[src/rtl/ecdc_pkg.sv]
// ----------------------------------------------------------------------------
// ecdc_pkg
// Types, constants and the month offset table for the epoch / civil date-time
// converter (years 2000 to 2099).
// ----------------------------------------------------------------------------
package ecdc_pkg;

  localparam int STAGES = 9;

  localparam logic OP_TO_EPOCH = 1'b0;
  localparam logic OP_TO_CIVIL = 1'b1;

  localparam logic [31:0] FIRST_EPOCH = 32'd946684800;
  localparam logic [31:0] END_EPOCH   = 32'd4102444800;

  typedef struct packed {
    logic        opcode;
    logic [31:0] epoch_seconds;
    logic [6:0]  year_of_century;
    logic [3:0]  month;
    logic [4:0]  day;
    logic [4:0]  hour;
    logic [5:0]  minute;
    logic [5:0]  second;
  } ecdc_in_t;

  typedef struct packed {
    logic [31:0] epoch_out;
    logic [6:0]  year_out;
    logic [3:0]  month_out;
    logic [4:0]  day_out;
    logic [4:0]  hour_out;
    logic [5:0]  minute_out;
    logic [5:0]  second_out;
    logic        range_error;
  } ecdc_out_t;

  typedef struct packed {
    logic [STAGES-1:0] en;
    logic              op;
    logic              done;
  } ecdc_ctl_t;

  // first day of a march-based month, (153 * mp + 2) / 5
  function automatic logic [8:0] month_start(input logic [3:0] mp);
    logic [8:0] d;
    unique case (mp)
      4'd0:    d = 9'd0;
      4'd1:    d = 9'd31;
      4'd2:    d = 9'd61;
      4'd3:    d = 9'd92;
      4'd4:    d = 9'd122;
      4'd5:    d = 9'd153;
      4'd6:    d = 9'd184;
      4'd7:    d = 9'd214;
      4'd8:    d = 9'd245;
      4'd9:    d = 9'd275;
      4'd10:   d = 9'd306;
      4'd11:   d = 9'd337;
      default: d = 9'd0;
    endcase
    return d;
  endfunction

endpackage

[src/rtl/ecdc_ctl.sv]
// ----------------------------------------------------------------------------
// ecdc_ctl
// Pipeline control: per-stage valid bits, stage enables with bubble removal,
// and the opcode carried alongside each item.
// ----------------------------------------------------------------------------
module ecdc_ctl (
  input  logic              clk,
  input  logic              rst,
  input  logic              req_valid,
  input  logic              req_op,
  input  logic              rsp_stall,
  output ecdc_pkg::ecdc_ctl_t ctl
);
  import ecdc_pkg::*;

  logic [STAGES-1:0] vld;
  logic [STAGES-1:0] vld_in;
  logic [STAGES-2:0] ops;
  logic [STAGES-2:0] op_in;
  logic [STAGES-1:0] en;

  assign vld_in = {vld[STAGES-2:0], req_valid};
  assign op_in  = {ops[STAGES-3:0], req_op};

  always_comb begin
    en[STAGES-1] = !vld[STAGES-1] || !rsp_stall;
    for (int k = STAGES - 2; k >= 0; k--) begin
      en[k] = !vld[k] || en[k+1];
    end
  end

  always_ff @(posedge clk) begin
    if (rst) begin
      vld <= '0;
    end else begin
      for (int k = 0; k < STAGES; k++) begin
        if (en[k]) begin
          vld[k] <= vld_in[k];
        end
      end
    end
  end

  always_ff @(posedge clk) begin
    for (int k = 0; k < STAGES - 1; k++) begin
      if (en[k]) begin
        ops[k] <= op_in[k];
      end
    end
  end

  assign ctl.en   = en;
  assign ctl.op   = ops[STAGES-2];
  assign ctl.done = vld[STAGES-1];

endmodule

[src/rtl/ecdc_to_epoch.sv]
// ----------------------------------------------------------------------------
// ecdc_to_epoch
// Date and time to epoch seconds: range check and month offset, day number,
// day-to-seconds multiply, time-of-day add, then delay to the merge stage.
// ----------------------------------------------------------------------------
module ecdc_to_epoch (
  input  logic                clk,
  input  ecdc_pkg::ecdc_ctl_t ctl,
  input  ecdc_pkg::ecdc_in_t  din,
  output logic [31:0]         epoch,
  output logic                err
);
  import ecdc_pkg::*;

  localparam int DLY = STAGES - 5;

  logic [3:0]  mrot;
  logic        bad_s0;
  logic [6:0]  z_s0;
  logic [8:0]  dyr_s0;
  logic [16:0] tod_s0;

  logic        bad_s1;
  logic [15:0] dn_s1;
  logic [16:0] tod_s1;

  logic [32:0] dn_prod;
  logic        bad_s2;
  logic [31:0] prod_s2;
  logic [16:0] tod_s2;

  logic        bad_s3;
  logic [31:0] t_s3;

  logic [31:0] t_dly   [DLY];
  logic        bad_dly [DLY];

  assign mrot = (din.month > 4'd2) ? din.month - 4'd3 : din.month + 4'd9;

  always_ff @(posedge clk) begin
    if (ctl.en[0]) begin
      bad_s0 <= (din.month == 4'd0) || (din.month > 4'd12) || (din.day == 5'd0) ||
                (din.year_of_century > 7'd99);
      z_s0   <= din.year_of_century + {6'd0, din.month > 4'd2};
      dyr_s0 <= month_start(mrot) + {4'd0, din.day} - 9'd1;
      tod_s0 <= 17'(din.hour) * 17'd3600 + 17'(din.minute) * 17'd60 + 17'(din.second);
    end
  end

  // days since 1970 with z counted from the march-based year 1999
  always_ff @(posedge clk) begin
    if (ctl.en[1]) begin
      bad_s1 <= bad_s0;
      dn_s1  <= 16'd10651 + 16'(z_s0) * 16'd365 + 16'((8'(z_s0) + 8'd3) >> 2) +
                16'(dyr_s0);
      tod_s1 <= tod_s0;
    end
  end

  assign dn_prod = 33'(dn_s1) * 33'd86400;

  always_ff @(posedge clk) begin
    if (ctl.en[2]) begin
      bad_s2  <= bad_s1;
      prod_s2 <= dn_prod[31:0];
      tod_s2  <= tod_s1;
    end
  end

  always_ff @(posedge clk) begin
    if (ctl.en[3]) begin
      bad_s3 <= bad_s2;
      t_s3   <= prod_s2 + 32'(tod_s2);
    end
  end

  genvar g;
  generate
    for (g = 0; g < DLY; g++) begin : g_dly
      if (g == 0) begin : g_first
        always_ff @(posedge clk) begin
          if (ctl.en[4]) begin
            t_dly[0]   <= t_s3;
            bad_dly[0] <= bad_s3;
          end
        end
      end else begin : g_next
        always_ff @(posedge clk) begin
          if (ctl.en[4+g]) begin
            t_dly[g]   <= t_dly[g-1];
            bad_dly[g] <= bad_dly[g-1];
          end
        end
      end
    end
  endgenerate

  assign epoch = t_dly[DLY-1];
  assign err   = bad_dly[DLY-1];

endmodule

[src/rtl/ecdc_to_civil.sv]
// ----------------------------------------------------------------------------
// ecdc_to_civil
// Epoch seconds to date and time: constant divisions by reciprocal multiply
// spread over the stages, then civil-from-days on 4-year cycles from 1996-03.
// ----------------------------------------------------------------------------
module ecdc_to_civil (
  input  logic                clk,
  input  ecdc_pkg::ecdc_ctl_t ctl,
  input  ecdc_pkg::ecdc_in_t  din,
  output logic [6:0]          year,
  output logic [3:0]          month,
  output logic [4:0]          day,
  output logic [4:0]          hour,
  output logic [5:0]          minute,
  output logic [5:0]          second,
  output logic                err
);
  import ecdc_pkg::*;

  logic        bad_s0, bad_s1, bad_s2, bad_s3, bad_s4, bad_s5, bad_s6, bad_s7;
  logic [31:0] e_s0;

  logic [50:0] q_prod;
  logic [15:0] q_s1;
  logic [24:0] x_s1;
  logic [6:0]  lo_s1;

  logic [24:0] p_s2;
  logic [15:0] dd_s2;
  logic [24:0] x_s2;
  logic [6:0]  lo_s2;

  logic [24:0] r_diff;
  logic [32:0] a_prod;
  logic [16:0] rem_s3;
  logic [4:0]  a_s3;
  logic [15:0] dd_s3;

  logic [34:0] h_prod;
  logic [4:0]  h_s4;
  logic [15:0] y0_s4;
  logic [16:0] rem_s4;
  logic [15:0] dd_s4;

  logic [16:0] rs_full;
  logic [32:0] y_prod;
  logic [11:0] rs_s5;
  logic [6:0]  yoe_s5;
  logic [4:0]  h_s5;
  logic [15:0] dd_s5;

  logic [24:0] m_prod;
  logic [15:0] doy_full;
  logic [5:0]  mi_s6;
  logic [8:0]  doy_s6;
  logic [4:0]  h_s6;
  logic [11:0] rs_s6;
  logic [6:0]  yoe_s6;

  logic [11:0] se_full;
  logic [10:0] doy5;
  logic [22:0] mp_prod;
  logic [5:0]  se_s7;
  logic [3:0]  mp_s7;
  logic [4:0]  h_s7;
  logic [5:0]  mi_s7;
  logic [6:0]  yoe_s7;
  logic [8:0]  doy_s7;

  always_ff @(posedge clk) begin
    if (ctl.en[0]) begin
      bad_s0 <= (din.epoch_seconds < FIRST_EPOCH) || (din.epoch_seconds >= END_EPOCH);
      e_s0   <= din.epoch_seconds - FIRST_EPOCH;
    end
  end

  // days since 2000 = (e / 128) / 675
  assign q_prod = 51'(e_s0[31:7]) * 51'd50903317;

  always_ff @(posedge clk) begin
    if (ctl.en[1]) begin
      bad_s1 <= bad_s0;
      q_s1   <= q_prod[50:35];
      x_s1   <= e_s0[31:7];
      lo_s1  <= e_s0[6:0];
    end
  end

  always_ff @(posedge clk) begin
    if (ctl.en[2]) begin
      bad_s2 <= bad_s1;
      p_s2   <= 25'(q_s1) * 25'd675;
      dd_s2  <= q_s1 + 16'd1401;
      x_s2   <= x_s1;
      lo_s2  <= lo_s1;
    end
  end

  assign r_diff = x_s2 - p_s2;
  assign a_prod = 33'(dd_s2) * 33'd91930;

  always_ff @(posedge clk) begin
    if (ctl.en[3]) begin
      bad_s3 <= bad_s2;
      rem_s3 <= {r_diff[9:0], lo_s2};
      a_s3   <= a_prod[31:27];
      dd_s3  <= dd_s2;
    end
  end

  assign h_prod = 35'(rem_s3) * 35'd149131;

  always_ff @(posedge clk) begin
    if (ctl.en[4]) begin
      bad_s4 <= bad_s3;
      h_s4   <= h_prod[33:29];
      y0_s4  <= dd_s3 - 16'(a_s3);
      rem_s4 <= rem_s3;
      dd_s4  <= dd_s3;
    end
  end

  assign rs_full = rem_s4 - 17'(h_s4) * 17'd3600;
  assign y_prod  = 33'(y0_s4) * 33'd91930;

  always_ff @(posedge clk) begin
    if (ctl.en[5]) begin
      bad_s5 <= bad_s4;
      rs_s5  <= rs_full[11:0];
      yoe_s5 <= y_prod[31:25];
      h_s5   <= h_s4;
      dd_s5  <= dd_s4;
    end
  end

  assign m_prod   = 25'(rs_s5) * 25'd4370;
  assign doy_full = dd_s5 - (16'(yoe_s5) * 16'd365 + 16'(yoe_s5[6:2]));

  always_ff @(posedge clk) begin
    if (ctl.en[6]) begin
      bad_s6 <= bad_s5;
      mi_s6  <= m_prod[23:18];
      doy_s6 <= doy_full[8:0];
      h_s6   <= h_s5;
      rs_s6  <= rs_s5;
      yoe_s6 <= yoe_s5;
    end
  end

  assign se_full = rs_s6 - 12'(mi_s6) * 12'd60;
  assign doy5    = 11'(doy_s6) * 11'd5 + 11'd2;
  assign mp_prod = 23'(doy5) * 23'd3427;

  always_ff @(posedge clk) begin
    if (ctl.en[7]) begin
      bad_s7 <= bad_s6;
      se_s7  <= se_full[5:0];
      mp_s7  <= mp_prod[22:19];
      h_s7   <= h_s6;
      mi_s7  <= mi_s6;
      yoe_s7 <= yoe_s6;
      doy_s7 <= doy_s6;
    end
  end

  logic [8:0] dom_full;

  assign month    = (mp_s7 < 4'd10) ? mp_s7 + 4'd3 : mp_s7 - 4'd9;
  assign dom_full = doy_s7 - month_start(mp_s7) + 9'd1;
  assign day      = dom_full[4:0];
  assign year     = yoe_s7 + {6'd0, month <= 4'd2} - 7'd4;
  assign hour     = h_s7;
  assign minute   = mi_s7;
  assign second   = se_s7;
  assign err      = bad_s7;

endmodule

[src/rtl/epoch_civil_datetime_convert_unit.sv]
// ----------------------------------------------------------------------------
// epoch_civil_datetime_convert_unit
// Throughput: one item per cycle, set by the 9-stage pipeline, while the
// output is not stalled; bubbles close up so new items enter while a result
// waits on a stalled output.
// Reset clears the stage valid bits only; no other state is held.
// ----------------------------------------------------------------------------
module epoch_civil_datetime_convert_unit (
  input  logic                clk,
  input  logic                rst,
  input  logic                req_valid,
  output logic                req_stall,
  input  ecdc_pkg::ecdc_in_t  req,
  output logic                rsp_valid,
  input  logic                rsp_stall,
  output ecdc_pkg::ecdc_out_t rsp
);
  import ecdc_pkg::*;

  ecdc_ctl_t   ctl;
  logic [31:0] enc_epoch;
  logic        enc_err;
  logic [6:0]  dec_year;
  logic [3:0]  dec_month;
  logic [4:0]  dec_day;
  logic [4:0]  dec_hour;
  logic [5:0]  dec_minute;
  logic [5:0]  dec_second;
  logic        dec_err;
  ecdc_out_t   rsp_next;

  ecdc_ctl u_ctl (
    .clk       (clk),
    .rst       (rst),
    .req_valid (req_valid),
    .req_op    (req.opcode),
    .rsp_stall (rsp_stall),
    .ctl       (ctl)
  );

  ecdc_to_epoch u_enc (
    .clk   (clk),
    .ctl   (ctl),
    .din   (req),
    .epoch (enc_epoch),
    .err   (enc_err)
  );

  ecdc_to_civil u_dec (
    .clk    (clk),
    .ctl    (ctl),
    .din    (req),
    .year   (dec_year),
    .month  (dec_month),
    .day    (dec_day),
    .hour   (dec_hour),
    .minute (dec_minute),
    .second (dec_second),
    .err    (dec_err)
  );

  always_comb begin
    rsp_next = '0;
    if (ctl.op == OP_TO_EPOCH) begin
      rsp_next.range_error = enc_err;
      if (!enc_err) begin
        rsp_next.epoch_out = enc_epoch;
      end
    end else begin
      rsp_next.range_error = dec_err;
      if (!dec_err) begin
        rsp_next.year_out   = dec_year;
        rsp_next.month_out  = dec_month;
        rsp_next.day_out    = dec_day;
        rsp_next.hour_out   = dec_hour;
        rsp_next.minute_out = dec_minute;
        rsp_next.second_out = dec_second;
      end
    end
  end

  always_ff @(posedge clk) begin
    if (ctl.en[STAGES-1]) begin
      rsp <= rsp_next;
    end
  end

  assign rsp_valid = ctl.done;
  assign req_stall = !ctl.en[0];

  a_err_zero: assert property (@(posedge clk) disable iff (rst)
    rsp_valid && rsp.range_error |->
      rsp.epoch_out == '0 && rsp.year_out == '0 && rsp.month_out == '0 &&
      rsp.day_out == '0 && rsp.hour_out == '0 && rsp.minute_out == '0 &&
      rsp.second_out == '0)
    else $error("range error with nonzero result fields");

  a_one_dir: assert property (@(posedge clk) disable iff (rst)
    rsp_valid && rsp.epoch_out != '0 |->
      rsp.month_out == '0 && rsp.day_out == '0 && !rsp.range_error)
    else $error("epoch and date fields both set");

  a_stall_full: assert property (@(posedge clk) disable iff (rst)
    req_stall |-> rsp_valid && rsp_stall)
    else $error("input stalled while output side can move");

  a_reset: assert property (@(posedge clk)
    rst |=> !rsp_valid)
    else $error("result valid right after reset");

endmodule

[config.mk]
export PLATFORM = sky130hd
export DESIGN_NAME = epoch_civil_datetime_convert_unit
export DESIGN_NICKNAME = d
export VERILOG_FILES = /design/src/rtl/ecdc_pkg.sv /design/src/rtl/ecdc_ctl.sv /design/src/rtl/ecdc_to_epoch.sv /design/src/rtl/ecdc_to_civil.sv /design/src/rtl/epoch_civil_datetime_convert_unit.sv
export SDC_FILE = /design/constraint.sdc
export NUM_CORES = 2
export LEC_CHECK = 0
export BUFFER_PORTS_ARGS = -buffer_cell sky130_fd_sc_hd__buf_2
export CORE_ASPECT_RATIO = 0.8
export CORE_MARGIN = 4
export CORE_UTILIZATION = 59
export CTS_CLUSTER_SIZE = 20
export DETAILED_ROUTE_END_ITERATION = 12
export PLACE_DENSITY = 0.91
export RECOVER_POWER = 50
export SLEW_MARGIN = 20
export SYNTH_ARGS = -nofsm -noshare
export SYNTH_HDL_FRONTEND = slang
export SYNTH_SLANG_ARGS = --single-unit
[constraint.sdc]
create_clock -name clk -period 6.86 [get_ports clk]
set_clock_uncertainty 0.15 [all_clocks]
set_input_delay 0.343 -clock clk [delete_from_list [all_inputs] [get_ports clk]]
set_output_delay 0.343 -clock clk [all_outputs]
set_load 0.01 [all_outputs]
==> flow_summary.json <==
{
  "fin_setup_tns_ns": -1.49,
  "routed_wirelength_mm": 144,
  "drt_iter0_drc": 3700,
  "grt_pass1_wl_mm": 224,
  "synth_seq_cells": 658,
  "clock_latency_ns": 0.72,
  "fin_crit_ns": 7.15,
  "clockRootBuffer": "clkbuf_16",
  "postSynthCellCount": 4775,
  "crit_path_end_kind": "flip-flop",
  "cp_data_required_time_ns": 7.31,
  "worst_pin_slew_ns": 1.04,
  "synth-edff-count": 644,
  "min_period_over_period": 1.04,
  "syn_nets": 6601,
  "drt-wirelength-per-cell_microns": 22.2,
  "violations": "setup timing",
  "slew_headroom": 0.310,
  "synth.area.top_cells": "edfxtp_1 (33%), ha_1 (25%), fa_1 (20%)",
  "die_h_microns": 289,
  "htree_levels": 2,
  "num_io_pins": 138,
  "grt_overflow": 0,
  "setup_slack_ns": -0.293,
  "yosysWarnings": 0,
  "clock_path_buffers": 3,
  "fp.coreArea_sq_um": 97400,
  "num_antenna_cells": 0,
  "clk_pin_slew_ns": 0.07,
  "fin_area_sq_um": 64400,
  "finalHoldViolCount": 0,
  "start_util": 0.598,
  "dieArea_sq_um": 104000,
  "grt_pass1_vias": 41500,
  "hold_path.class": "in -> reg",
  "gp_congestion": 0.918,
  "vias_per_cell": 5.86,
  "cap_violations": 0,
  "critPathArrivalTime_ns": 7.60,
  "outcome": "finished, violations left",
  "ys_types": 65,
  "drc_errors": 0,
  "cts_buffers": 61,
  "mostFrequentLayoutCells": "ha_1 (1,168), inv_1 (1,077), edfxtp_1 (644)",
  "cts_tree": "done",
  "cp-start-kind": "flip-flop",
  "synth_top_area_share": 0.332,
  "rsz0062_at_grt": "yes",
  "drtAntennaViolNets": 0,
  "placed_area_sq_um": 61200,
  "setup_viol": 9,
  "slowest_stage": "fa_1",
  "clock-sinks": 658,
  "portBuffers": 137,
  "cp_slowest_stage_delay_ns": 0.57,
  "synthFlopType": "edfxtp_1",
  "syn_area_per_cell_sq_um": 12.2,
  "path_max_fanout": 5,
  "synth_top_area_cell": "edfxtp_1",
  "grt_usage": 0.276,
  "dp_hpwl_mm": 98.9,
  "fmax_mhz": 140,
  "antenna_found_initial": 2,
  "row_count": 102,
  "syn_area_sq_um": 58200,
  "layout.nets": 6953,
  "cp_common_cell": "ha_4",
  "final_common_cell": "ha_1",
  "vias": 38000,
  "slew_viol_final": 0,
  "async_flop_share": 0,
  "firstDrtPassIters": 9,
  "die_x_microns": 359,
  "post_route_cells_drive_above_1_share": 0.0774,
  "syn2layout_area_growth_pct": 10.6,
  "grt_max_degree": 81,
  "ys_seq_area_frac": 0.337,
  "path_class": "reg -> reg"
}
## layer usage
layer	GRT usage	routed length, microns	up-vias
li1	-	-	16700
met1	0.339	52900	18500
met3	0.0700	14000	717
met4	0.130	8570	6
met2	0.462	68300	2086
met5	0	41	-
## synthesized netlist by cell type, types with 4 or more instances
cell,n
nand2_1,80
and2_1,65
inv_1,1085
a31o_2,5
or2_2,7
o31ai_1,5
a31oi_1,9
nand3_1,36
fa_1,573
mux2i_1,7
o211a_1,4
a211o_1,4
a311oi_1,4
clkbuf_1,15
a21oi_1,141
nor2b_1,22
nor3_1,36
a21o_1,87
nor3b_1,5
and3_1,17
a2111oi_0,5
a21boi_0,11
edfxtp_1,644
o2111ai_1,5
or3_1,9
o211ai_1,15
o21bai_1,34
o21ai_0,100
nor4_1,11
nor2_1,128
xnor2_1,199
ha_1,1183
a211oi_1,15
o21a_1,28
dfxtp_1,14
xor2_1,74
nand2b_1,24
nand4_1,22
## path summary, 6_finish.rpt
check	from	to	slack, ns	depth (start not counted)
max	u_dec.doy_s6[2]	flip-flop	-0.29	29
min	req[24]	u_enc.z_s0[0]	0.03	4
max reg2reg	u_dec.doy_s6[2]	flip-flop	-0.29	29
min reg2reg	u_enc.t_s3[29]	u_enc.t_dly[0][29]	0.23	0
## kinds of logic after synthesis
group | count (synthesis) | share of synthesized area
xor gates and xnor gates | 275 | 0.0420
DFF | 658 | 0.337
adders and majority gates | 1756 | 0.451
muxes | 9 | 0.00166
buffers and inverters | 1101 | 0.0710
and+or+nand+nor | 474 | 0.0409
AOI/OAI and AO/OA | 502 | 0.0559
## critical path, delay by kind of cell (launching register included)
kind / cells / cell delay [ns]
multiplexers: 1 / 0.33
buffers and inverters: 7 / 0.68
XOR/XNOR: 2 / 0.46
AO/OA/AOI/OAI: 7 / 1.37
adder cells (fa/ha/maj): 8 / 2.77
AND/OR/NAND/NOR: 4 / 0.85
flip-flops: 1 / 0.43
## state kept, by name, indices dropped and copies added (netlist names), 10 cells and up, named ones only
| register | cells |
|---|---|
| rsp | 66 |
| u_dec.dd_s2 | 16 |
| u_dec.dd_s3 | 16 |
| u_dec.e_s0 | 32 |
| u_dec.q_s1 | 16 |
| u_dec.rem_s3 | 17 |
| u_dec.rem_s4 | 12 |
| u_dec.rs_s5 | 12 |
| u_dec.x_s1 | 10 |
| u_dec.x_s2 | 10 |
| u_dec.y0_s4 | 16 |
| u_enc.dn_s1 | 16 |
| u_enc.prod_s2 | 25 |
| u_enc.t_dly | 128 |
| u_enc.t_s3 | 32 |
| u_enc.tod_s0 | 17 |
| u_enc.tod_s1 | 17 |
| u_enc.tod_s2 | 17 |
## repair_timing
| item | in CTS | in global routing |
|---|---|---|
| hold endpoints to repair | 55 | 0 |
| resized for setup | 48 | 37 |
| hold buffers | 60 | 0 |
| setup endpoints to repair | 7 | 19 |
| setup buffers | 12 | 5 |
| pin swaps | 34 | 31 |
## cell type report
class / instances / area (sq um)
Timing Repair Buffer: 304 / 2050
Sequential cell: 658 / 19600
Fill cell: 6223 / 33000
Clock inverter: 37 / 480
Inverter: 1086 / 4080
Tap cell: 1300 / 1630
Multi-Input combinational cell: 3016 / 34900
Clock buffer: 79 / 1650
## metrics by stage
step	hold slack (ns)	util	setup WS, ns	instances
global route	0.0550	0.661	-0.466	6480
CTS	0.0196	0.659	-0.182	6474
global placement	0.251	0.628	-0.248	6286
finish	0.0312	0.661	-0.293	6480
floorplan	0.250	-	0.0113	4775
detailed placement	0.255	0.628	-0.486	6286
Power is left out: the tool's default activity adds up to more than one toggle a clock period on the data nets, which glitch-free logic cannot reach.
